==> src/sv/sdq_pkg.sv <==
// Shared types and constants for the sleep delta queue.
// Used by sdq_cell, sdq_rsp_reg and sleep_delta_queue; depends on nothing.
`default_nettype none

package sdq_pkg;

   // Default sizes for the top-level parameters.
   localparam int QUEUE_DEPTH_DEFAULT = 16;
   localparam int TIME_BITS_DEFAULT   = 16;

   // Fixed field widths of the request and response beats.
   localparam int CMD_BITS   = 2;
   localparam int ID_BITS    = 8;
   localparam int TICKS_BITS = 16;
   localparam int KIND_BITS  = 3;

   // Request commands.
   typedef enum logic [CMD_BITS-1:0] {
      CMD_INSERT = 2'd0,
      CMD_TICK   = 2'd1,
      CMD_WAKE   = 2'd2,
      CMD_CLEAR  = 2'd3
   } cmd_type;

   // Response kinds.
   typedef enum logic [KIND_BITS-1:0] {
      KIND_ACCEPTED = 3'd0,
      KIND_IGNORED  = 3'd1,
      KIND_FULL     = 3'd2,
      KIND_WOKEN    = 3'd3,
      KIND_NONE     = 3'd4,
      KIND_CLEARED  = 3'd5
   } kind_type;

   // Per-cell control from the sequencer.
   typedef struct packed {
      logic shift;   // take the neighbor's entry
      logic clear;   // drop the entry
      logic dec;     // decrement the stored delta
   } cell_ctrl_type;

   // Response fields that do not depend on the queue depth.
   typedef struct packed {
      kind_type               kind;
      logic [ID_BITS-1:0]     woken_id;
      logic                   last;
   } rsp_type;

endpackage

`default_nettype wire

==> src/sv/sleep_delta_queue.sv <==
// Sleep delta queue: a chain of QUEUE_DEPTH cells holding thread ids in wake order.
// Insert rotates the whole chain once through a placement stage.
// Tick counts the head down, then releases due entries one response beat at a time;
// wake all releases every entry in order. Clear, ignored and rejected requests
// give a single status beat. One request is handled at a time; a stalled beat holds it.
// Synchronous active-high reset empties the queue and drops any pending response.
`default_nettype none

module sleep_delta_queue #(
   parameter int QUEUE_DEPTH = sdq_pkg::QUEUE_DEPTH_DEFAULT,
   parameter int TIME_BITS   = sdq_pkg::TIME_BITS_DEFAULT,
   localparam int CNT_BITS   = $clog2(QUEUE_DEPTH + 1)
) (
   input  wire logic                             clock,
   input  wire logic                             reset,
   input  wire logic                             req_valid,
   output logic                                  req_ready,
   input  wire logic [sdq_pkg::CMD_BITS-1:0]     req_cmd,
   input  wire logic [sdq_pkg::ID_BITS-1:0]      req_thread_id,
   input  wire logic [sdq_pkg::TICKS_BITS-1:0]   req_sleep_ticks,
   output logic                                  rsp_valid,
   input  wire logic                             rsp_ready,
   output logic [sdq_pkg::KIND_BITS-1:0]         rsp_kind,
   output logic [sdq_pkg::ID_BITS-1:0]           rsp_woken_id,
   output logic [CNT_BITS-1:0]                   rsp_entries_left,
   output logic                                  rsp_last
);

   localparam int STEP_BITS = $clog2(QUEUE_DEPTH);

   typedef enum logic [5:0] {
      S_IDLE = 6'b000001,
      S_WALK = 6'b000010,
      S_TDEC = 6'b000100,
      S_TPOP = 6'b001000,
      S_WAKE = 6'b010000,
      S_RESP = 6'b100000
   } state_type;

   state_type                    state_ff, state_in;
   logic [CNT_BITS-1:0]          count_ff, count_in;
   logic [STEP_BITS-1:0]         step_ff, step_in;
   logic                         placed_ff, placed_in;
   sdq_pkg::kind_type            kind_ff, kind_in;
   logic [TIME_BITS-1:0]         rem_ff, rem_in;
   logic [sdq_pkg::ID_BITS-1:0]  new_id_ff, new_id_in;
   logic                         carry_valid_ff, carry_valid_in;
   logic [sdq_pkg::ID_BITS-1:0]  carry_id_ff, carry_id_in;
   logic [TIME_BITS-1:0]         carry_delta_ff, carry_delta_in;

   logic                         cell_valid [QUEUE_DEPTH];
   logic [sdq_pkg::ID_BITS-1:0]  cell_id    [QUEUE_DEPTH];
   logic [TIME_BITS-1:0]         cell_delta [QUEUE_DEPTH];

   logic                         tail_valid;
   logic [sdq_pkg::ID_BITS-1:0]  tail_id;
   logic [TIME_BITS-1:0]         tail_delta;

   logic                         shift_en, clear_en, dec_en;
   logic                         emit;
   sdq_pkg::rsp_type             emit_rsp;
   logic [CNT_BITS-1:0]          emit_count;
   logic                         slot_free;
   logic [TIME_BITS-1:0]         req_time;
   logic                         head_due, next_due;

   assign req_ready = (state_ff == S_IDLE);
   assign req_time  = TIME_BITS'(req_sleep_ticks);
   assign head_due  = cell_valid[0] && (cell_delta[0] == '0);
   assign next_due  = cell_valid[1] && (cell_delta[1] == '0);

   // Chain of cells; each takes from the one behind it, the last from the tail feed.
   for (genvar k = 0; k < QUEUE_DEPTH; k++) begin : g_cell
      sdq_pkg::cell_ctrl_type ctrl;
      logic                        nbr_valid;
      logic [sdq_pkg::ID_BITS-1:0] nbr_id;
      logic [TIME_BITS-1:0]        nbr_delta;

      assign ctrl.shift = shift_en;
      assign ctrl.clear = clear_en;
      assign ctrl.dec   = (k == 0) ? dec_en : 1'b0;

      if (k == QUEUE_DEPTH - 1) begin : g_tail
         assign nbr_valid = tail_valid;
         assign nbr_id    = tail_id;
         assign nbr_delta = tail_delta;
      end else begin : g_mid
         assign nbr_valid = cell_valid[k+1];
         assign nbr_id    = cell_id[k+1];
         assign nbr_delta = cell_delta[k+1];
      end

      sdq_cell #(
         .TIME_BITS (TIME_BITS)
      ) u_cell (
         .clock     (clock),
         .reset     (reset),
         .ctrl      (ctrl),
         .nbr_valid (nbr_valid),
         .nbr_id    (nbr_id),
         .nbr_delta (nbr_delta),
         .valid     (cell_valid[k]),
         .id        (cell_id[k]),
         .delta     (cell_delta[k])
      );
   end

   // Sequencer: request decode, insert walk, and the release loops.
   always_comb begin
      state_in       = state_ff;
      count_in       = count_ff;
      step_in        = step_ff;
      placed_in      = placed_ff;
      kind_in        = kind_ff;
      rem_in         = rem_ff;
      new_id_in      = new_id_ff;
      carry_valid_in = carry_valid_ff;
      carry_id_in    = carry_id_ff;
      carry_delta_in = carry_delta_ff;
      tail_valid     = 1'b0;
      tail_id        = '0;
      tail_delta     = '0;
      shift_en       = 1'b0;
      clear_en       = 1'b0;
      dec_en         = 1'b0;
      emit           = 1'b0;
      emit_rsp.kind     = kind_ff;
      emit_rsp.woken_id = '0;
      emit_rsp.last     = 1'b1;
      emit_count     = count_ff;

      unique case (state_ff)
         S_IDLE: begin
            if (req_valid) begin
               unique case (sdq_pkg::cmd_type'(req_cmd))
                  sdq_pkg::CMD_INSERT: begin
                     if (req_time == '0) begin
                        kind_in  = sdq_pkg::KIND_IGNORED;
                        state_in = S_RESP;
                     end else if (count_ff == CNT_BITS'(QUEUE_DEPTH)) begin
                        kind_in  = sdq_pkg::KIND_FULL;
                        state_in = S_RESP;
                     end else begin
                        rem_in    = req_time;
                        new_id_in = req_thread_id;
                        placed_in = 1'b0;
                        step_in   = '0;
                        state_in  = S_WALK;
                     end
                  end
                  sdq_pkg::CMD_TICK: begin
                     if (count_ff == '0) begin
                        kind_in  = sdq_pkg::KIND_NONE;
                        state_in = S_RESP;
                     end else begin
                        state_in = S_TDEC;
                     end
                  end
                  sdq_pkg::CMD_WAKE: begin
                     if (count_ff == '0) begin
                        kind_in  = sdq_pkg::KIND_NONE;
                        state_in = S_RESP;
                     end else begin
                        state_in = S_WAKE;
                     end
                  end
                  sdq_pkg::CMD_CLEAR: begin
                     clear_en = 1'b1;
                     count_in = '0;
                     kind_in  = sdq_pkg::KIND_CLEARED;
                     state_in = S_RESP;
                  end
                  default: begin
                     state_in = S_IDLE;
                  end
               endcase
            end
         end

         // Rotate the chain once; the new entry goes in ahead of the first
         // entry that is empty or not shorter than the remaining time.
         S_WALK: begin
            shift_en = 1'b1;
            if (!placed_ff) begin
               if (!cell_valid[0] || (cell_delta[0] >= rem_ff)) begin
                  tail_valid     = 1'b1;
                  tail_id        = new_id_ff;
                  tail_delta     = rem_ff;
                  carry_valid_in = cell_valid[0];
                  carry_id_in    = cell_id[0];
                  carry_delta_in = cell_delta[0] - rem_ff;
                  placed_in      = 1'b1;
               end else begin
                  tail_valid = cell_valid[0];
                  tail_id    = cell_id[0];
                  tail_delta = cell_delta[0];
                  rem_in     = rem_ff - cell_delta[0];
               end
            end else begin
               tail_valid     = carry_valid_ff;
               tail_id        = carry_id_ff;
               tail_delta     = carry_delta_ff;
               carry_valid_in = cell_valid[0];
               carry_id_in    = cell_id[0];
               carry_delta_in = cell_delta[0];
            end
            step_in = step_ff + STEP_BITS'(1);
            if (step_ff == STEP_BITS'(QUEUE_DEPTH - 1)) begin
               count_in = count_ff + CNT_BITS'(1);
               kind_in  = sdq_pkg::KIND_ACCEPTED;
               state_in = S_RESP;
            end
         end

         // The head counts down one tick unless it is already due.
         S_TDEC: begin
            dec_en   = (cell_delta[0] != '0);
            state_in = S_TPOP;
         end

         // Release due head entries, one beat per cycle while the slot is free.
         S_TPOP: begin
            if (slot_free) begin
               emit = 1'b1;
               if (head_due) begin
                  shift_en          = 1'b1;
                  count_in          = count_ff - CNT_BITS'(1);
                  emit_count        = count_ff - CNT_BITS'(1);
                  emit_rsp.kind     = sdq_pkg::KIND_WOKEN;
                  emit_rsp.woken_id = cell_id[0];
                  emit_rsp.last     = !next_due;
                  if (!next_due) begin
                     state_in = S_IDLE;
                  end
               end else begin
                  emit_rsp.kind = sdq_pkg::KIND_NONE;
                  state_in      = S_IDLE;
               end
            end
         end

         // Release every entry in order.
         S_WAKE: begin
            if (slot_free) begin
               emit              = 1'b1;
               shift_en          = 1'b1;
               count_in          = count_ff - CNT_BITS'(1);
               emit_count        = count_ff - CNT_BITS'(1);
               emit_rsp.kind     = sdq_pkg::KIND_WOKEN;
               emit_rsp.woken_id = cell_id[0];
               emit_rsp.last     = !cell_valid[1];
               if (!cell_valid[1]) begin
                  state_in = S_IDLE;
               end
            end
         end

         // Single status beat for the request.
         S_RESP: begin
            if (slot_free) begin
               emit     = 1'b1;
               state_in = S_IDLE;
            end
         end

         default: begin
            state_in = S_IDLE;
         end
      endcase
   end

   // Control state.
   always_ff @(posedge clock) begin
      if (reset) begin
         state_ff <= S_IDLE;
         count_ff <= '0;
      end else begin
         state_ff <= state_in;
         count_ff <= count_in;
      end
   end

   // Working registers of the current request.
   always_ff @(posedge clock) begin
      step_ff        <= step_in;
      placed_ff      <= placed_in;
      kind_ff        <= kind_in;
      rem_ff         <= rem_in;
      new_id_ff      <= new_id_in;
      carry_valid_ff <= carry_valid_in;
      carry_id_ff    <= carry_id_in;
      carry_delta_ff <= carry_delta_in;
   end

   // Response register.
   sdq_rsp_reg #(
      .CNT_BITS (CNT_BITS)
   ) u_rsp (
      .clock            (clock),
      .reset            (reset),
      .load             (emit),
      .rsp_in           (emit_rsp),
      .count_in         (emit_count),
      .slot_free        (slot_free),
      .rsp_valid        (rsp_valid),
      .rsp_ready        (rsp_ready),
      .rsp_kind         (rsp_kind),
      .rsp_woken_id     (rsp_woken_id),
      .rsp_entries_left (rsp_entries_left),
      .rsp_last         (rsp_last)
   );

endmodule

`default_nettype wire

==> src/sv/sdq_cell.sv <==
// One cell of the delta queue chain: an occupancy flag, a thread id and a
// relative delta. Depends on sdq_pkg.
`default_nettype none

module sdq_cell #(
   parameter int TIME_BITS = sdq_pkg::TIME_BITS_DEFAULT
) (
   input  wire logic                        clock,
   input  wire logic                        reset,
   input  wire sdq_pkg::cell_ctrl_type      ctrl,
   input  wire logic                        nbr_valid,
   input  wire logic [sdq_pkg::ID_BITS-1:0] nbr_id,
   input  wire logic [TIME_BITS-1:0]        nbr_delta,
   output logic                             valid,
   output logic [sdq_pkg::ID_BITS-1:0]      id,
   output logic [TIME_BITS-1:0]             delta
);

   logic                        valid_ff, valid_in;
   logic [sdq_pkg::ID_BITS-1:0] id_ff, id_in;
   logic [TIME_BITS-1:0]        delta_ff, delta_in;

   // Next entry: clear, take from the neighbor, or decrement in place.
   always_comb begin
      valid_in = valid_ff;
      id_in    = id_ff;
      delta_in = delta_ff;
      if (ctrl.clear) begin
         valid_in = 1'b0;
      end else if (ctrl.shift) begin
         valid_in = nbr_valid;
         id_in    = nbr_id;
         delta_in = nbr_delta;
      end else if (ctrl.dec) begin
         delta_in = delta_ff - TIME_BITS'(1);
      end
   end

   // Occupancy resets; the payload does not.
   always_ff @(posedge clock) begin
      if (reset) begin
         valid_ff <= 1'b0;
      end else begin
         valid_ff <= valid_in;
      end
   end

   always_ff @(posedge clock) begin
      id_ff    <= id_in;
      delta_ff <= delta_in;
   end

   assign valid = valid_ff;
   assign id    = id_ff;
   assign delta = delta_ff;

endmodule

`default_nettype wire

==> src/sv/sdq_rsp_reg.sv <==
// Response output register of the sleep delta queue with valid/ready.
// Depends on sdq_pkg.
`default_nettype none

module sdq_rsp_reg #(
   parameter int CNT_BITS = 5
) (
   input  wire logic                          clock,
   input  wire logic                          reset,
   input  wire logic                          load,
   input  wire sdq_pkg::rsp_type              rsp_in,
   input  wire logic [CNT_BITS-1:0]           count_in,
   output logic                               slot_free,
   output logic                               rsp_valid,
   input  wire logic                          rsp_ready,
   output logic [sdq_pkg::KIND_BITS-1:0]      rsp_kind,
   output logic [sdq_pkg::ID_BITS-1:0]        rsp_woken_id,
   output logic [CNT_BITS-1:0]                rsp_entries_left,
   output logic                               rsp_last
);

   logic                  valid_ff, valid_in;
   sdq_pkg::rsp_type      data_ff;
   logic [CNT_BITS-1:0]   count_ff;

   // The slot can take a new beat when empty or when it drains this cycle.
   assign slot_free = !valid_ff || rsp_ready;

   always_comb begin
      valid_in = valid_ff;
      if (load) begin
         valid_in = 1'b1;
      end else if (rsp_ready) begin
         valid_in = 1'b0;
      end
   end

   always_ff @(posedge clock) begin
      if (reset) begin
         valid_ff <= 1'b0;
      end else begin
         valid_ff <= valid_in;
      end
   end

   always_ff @(posedge clock) begin
      if (load) begin
         data_ff  <= rsp_in;
         count_ff <= count_in;
      end
   end

   assign rsp_valid        = valid_ff;
   assign rsp_kind         = data_ff.kind;
   assign rsp_woken_id     = data_ff.woken_id;
   assign rsp_entries_left = count_ff;
   assign rsp_last         = data_ff.last;

endmodule

`default_nettype wire
==> config.mk <==
export PLATFORM = sky130hd
export DESIGN_NAME = sleep_delta_queue
export DESIGN_NICKNAME = d
export VERILOG_FILES = /design/src/sv/sdq_pkg.sv /design/src/sv/sleep_delta_queue.sv /design/src/sv/sdq_cell.sv /design/src/sv/sdq_rsp_reg.sv
export SDC_FILE = /design/constraint.sdc
export NUM_CORES = 1
export LEC_CHECK = 0
export BUFFER_PORTS_ARGS = -buffer_cell sky130_fd_sc_hd__buf_2
export CORE_MARGIN = 2
export CORE_UTILIZATION = 67
export DETAILED_ROUTE_END_ITERATION = 16
export PLACE_DENSITY_LB_ADDON = 0.3
export SYNTH_ARGS = -nofsm -noshare
export SYNTH_HDL_FRONTEND = slang
export SYNTH_SLANG_ARGS = --single-unit
==> constraint.sdc <==
create_clock -name clock -period 9.75 [get_ports clock]
set_clock_uncertainty 0.1 [all_clocks]
set_input_delay 0.975 -clock clock [delete_from_list [all_inputs] [get_ports clock]]
set_output_delay 0.975 -clock clock [all_outputs]
set_load 0.05 [all_outputs]
==> summary.txt <==
Power and ir drop
  • Sw frac: roughly 21%
  • Power share of the combinational group: under 10%
  • Leak: slightly above 7 nW
  • Clock Power Share: a little over two fifths
  • Internal power: 3.446 mW
  • Pwr Density: slightly above 200 nW/um^2
  • Sequential power share: between 50 and 60%
  • VDD IR max: approximately 0.00019 V
  • P_sw: approximately 890 uW

Finish
  • Layout Utilization: around three quarters
  • Layout Nets: approximately 1400
  • Layout cells sized above 1: a little under an eighth
  • Area growth from synthesis to layout: 11.41%
  • N_diodes: 0

Synthesis
  • Synthesized instance count: between 1000 and 1500
  • Post-synth top area cell: edfxtp_1
  • Synth area leaders: edfxtp_1 72%, dfxtp_1 2.9%, ha_1 2.7%, o21ai_0 2.2%, nand2_1 1.6%
  • Synth Area in Compound Gates: roughly 6.6%
  • Async SR Flop Fraction: 0%
  • Synth Area per Inst: between 15 and 20 um^2
  • Post-synth EDFFs: ~460
  • Largest family of logic cells by synthesized area: simple AND/OR/NAND/NOR gates
  • Mux contribution to synthesized area: 1.113%
  • Adder-Cell Fraction of Synth Area: 2.910%
  • Cell variety after synth: 70
  • Yosys reg bits: between 400 and 500
  • Xor/xnor share of the synthesized area: under 10%
  • Yosys warning count: 0
  • Most used DFF post-synth: edfxtp_1
  • Seq/Total Area, Yosys: 75.31%
  • Cell area after synthesis: ~19000 um^2
  • Syn_nets: 1322
  • Synth top area share: between 70% and 80%
  • Post-Synth Simple-Gate Area: around a tenth

Clock network
  • CTS tree: yes
  • Clock transition at path regs: ~70 ps
  • H-tree levels: 2
  • Post_cts resized: 0
  • CTS buffer count: 47
  • Post CTS Setup Buffer Count: 0
  • Sinks on the clock net: 486
  • CTS Hold Bufs: 0
  • Root buf cell: clkbuf_16
  • Clock buffer depth: 3
  • Later-pin clock latency in the skew report: ~550 ps

Floorplanning
  • IO Pins: roughly 50
  • Chip Width: roughly 170 um
  • Core area: approximately 28000 um^2
  • Die area: slightly below 30000 um^2
  • Die Y: about 170 um
  • Initial Util: ~68%
  • # rows: 61

Placement
  • Routability congestion estimate: around 0.93
  • Port-buffer cells: 48
  • Final HPWL DP: about 22000 um

Critical path
  • Crit path required time: around 10000 ps
  • Worst R2R Start: g_cell[0].u_cell.delta[1]
  • Critical path launch point type: flop
  • Reg2reg path depth: 10
  • Crit path to: g_cell[6].u_cell.valid
  • Reg2reg end: g_cell[6].u_cell.valid
  • CP max stage delay: between 1000 and 1500 ps
  • Worst Setup SP: g_cell[0].u_cell.delta[1]
  • Max FO, Critical Path: 187
  • Slowest CP cell: buf_4
  • Instance count on the critical path: 10
  • Crit Path Category: reg -> reg
  • Delay-heaviest family, CP: buffers and inverters
  • Setup slack, reg-to-reg: 5270 ps
  • Crit path buf inv count: 3
  • Crit end category: flop
  • CP Cell Sequence: inv_1, ha_1, nor4b_1, and4_1, a21oi_2, o21ai_4, buf_12, buf_4, mux2i_1, nor2_1
  • Worst EP arrival: between 4000 and 5000 ps

Global route
  • Overflow left after global routing: 0
  • First-pass GRT wire length: 55170 um
  • Vias in the first global route: 9937
  • Gr usage total: 24.67%
  • Pin count of the biggest net entering global routing: roughly 190
  • Initial antenna violation count: 0

STA
  • Final critical-path share of the clock period: a little under half
  • Final Hold Viols: 0
  • Worst-Margin Slew: between 1000 and 1500 ps
  • Fmax: 223.0 MHz
  • TNS Setup: 0 ps
  • Max Slew Vio Count: 0
  • RSZ-0062 raised after global routing: false
  • # setup viols final: 0
  • Crit path time final: ~4500 ps
  • Slew headroom: 21.58%

Drt
  • Detail Route Antenna Nets: 0
  • DRC: 0
  • Vias per cell: 6.104
  • Via count: around 10000
  • Total Wirelength: between 30000 and 40000 um
  • Detailed Routing Iterations Pass 1: 5
  • Initial drt markers: 1162
  • Mean routed wirelength per cell: a little over 20 um

Status
  • Status: finished clean

Worst hold path
  • Min-Delay Path Class: reg -> reg

Run
  • Max Cap Viol: 0
==> registers in the layout, summed over array words and instances (netlist names), 3 cells and up <==
| name | cells |
|---|---|
| u_rsp.rsp_kind | 3 |
| count_ff | 5 |
| g_cell.u_cell.valid | 16 |
| g_cell.u_cell.delta | 256 |
| kind_ff | 3 |
| u_rsp.rsp_woken_id | 8 |
| u_rsp.rsp_entries_left | 5 |
| carry_delta_ff | 16 |
| carry_id_ff | 8 |
| state_ff | 6 |
| new_id_ff | 8 |
| step_ff | 4 |
| g_cell.u_cell.id | 128 |
| rem_ff | 16 |
==> layer usage <==
metal | global-route usage (%) | wire length [um] | up-vias
li1 | - | - | 4837
met1 | 38.21 | 15990 | 5123
met2 | 37.03 | 15930 | 452
met3 | 4.257 | 2796 | 63
met4 | 6.248 | 771 | 0
met5 | 0 | 0 | -
==> placed cells by master (no fill, tap or decap), types with 9 or more instances in the layout <==
cell type	n
inv_1	47
buf_2	48
and2_1	12
nand3_1	16
nor4_1	30
nor3_1	41
ha_1	41
and3_1	23
nor3b_1	14
edfxtp_1	458
mux2i_1	20
dfxtp_1	28
nor2_1	60
nand4_1	10
clkbuf_16	49
xnor2_1	24
clkbuf_1	9
or3_1	26
clkinv_2	10
a21oi_1	42
xor2_1	15
o21ai_0	82
buf_4	11
nand2_1	79
==> worst min path at each step <==
| stage | from | to | slack (ps) | depth (start not counted) |
|---|---|---|---|---|
| 2_1_floorplan | g_cell[1].u_cell.id[0] | g_cell[0].u_cell.id[0] | 300 | 0 |
| 3_3_place_gp | g_cell[12].u_cell.id[1] | g_cell[11].u_cell.id[1] | 300 | 0 |
| 3_5_place_dp | g_cell[1].u_cell.id[7] | g_cell[0].u_cell.id[7] | 300 | 0 |
| 4_1_cts | g_cell[6].u_cell.delta[8] | g_cell[5].u_cell.delta[8] | 320 | 0 |
| 5_1_grt | g_cell[6].u_cell.delta[8] | g_cell[5].u_cell.delta[8] | 320 | 0 |
| 6_report | g_cell[7].u_cell.delta[15] | g_cell[6].u_cell.delta[15] | 310 | 0 |
==> cell families after synthesis <==
| family | after synthesis |
|---|---|
| adder cells (fa/ha/maj) | 43 |
| multiplexers | 21 |
| buffers and inverters | 106 |
| XOR/XNOR | 39 |
| AO/OA/AOI/OAI | 202 |
| flip-flops | 486 |
| AND/OR/NAND/NOR | 352 |
==> power by group through the flow <==
stage,logic (mW),registers [mW],clock network [mW]
floorplan,0.115,2.36,0
global placement,0.167,2.36,0
detailed placement,0.170,2.36,0
CTS,0.171,2.32,1.88
global route,0.189,2.32,1.96
finish,0.173,2.32,1.85
==> final cells by class <==
type	count	area, um^2
fillers	1644	6684
multi-input cells	657	4268
clock inverters	26	285.3
repair buffers	60	342.8
clock buffers	62	1315
inverters	47	176.4
flip-flops and latches	486	14310
well taps	378	473.0
==> stage by stage <==
step                      instances  hold WS [ps]  setup WS (ps)  instance area (um^2)  power (mW)
after floorplan                1249         300.3           5573                 19010       2.480
after global placement         1628         300.1           5528                 19570       2.526
after detailed placement       1628         304.5           5318                 19570       2.530
after CTS                      1716         315.0           5193                 21170       4.367
after global routing           1716         316.7           4819                 21170       4.468
final                          1716         313.7           5266                 21170       4.338
==> Yosys cell counts (16+ instances only) <==
cell	instances
a21oi_1	42
and3_1	23
clkbuf_1	40
dfxtp_1	28
edfxtp_1	458
ha_1	41
inv_1	47
mux2i_1	20
nand2_1	79
nand3_1	16
nor2_1	61
nor3_1	41
nor4_1	30
o21ai_0	82
or3_1	26
xnor2_1	24
Note: power is estimated with default switching activity, not from simulation.
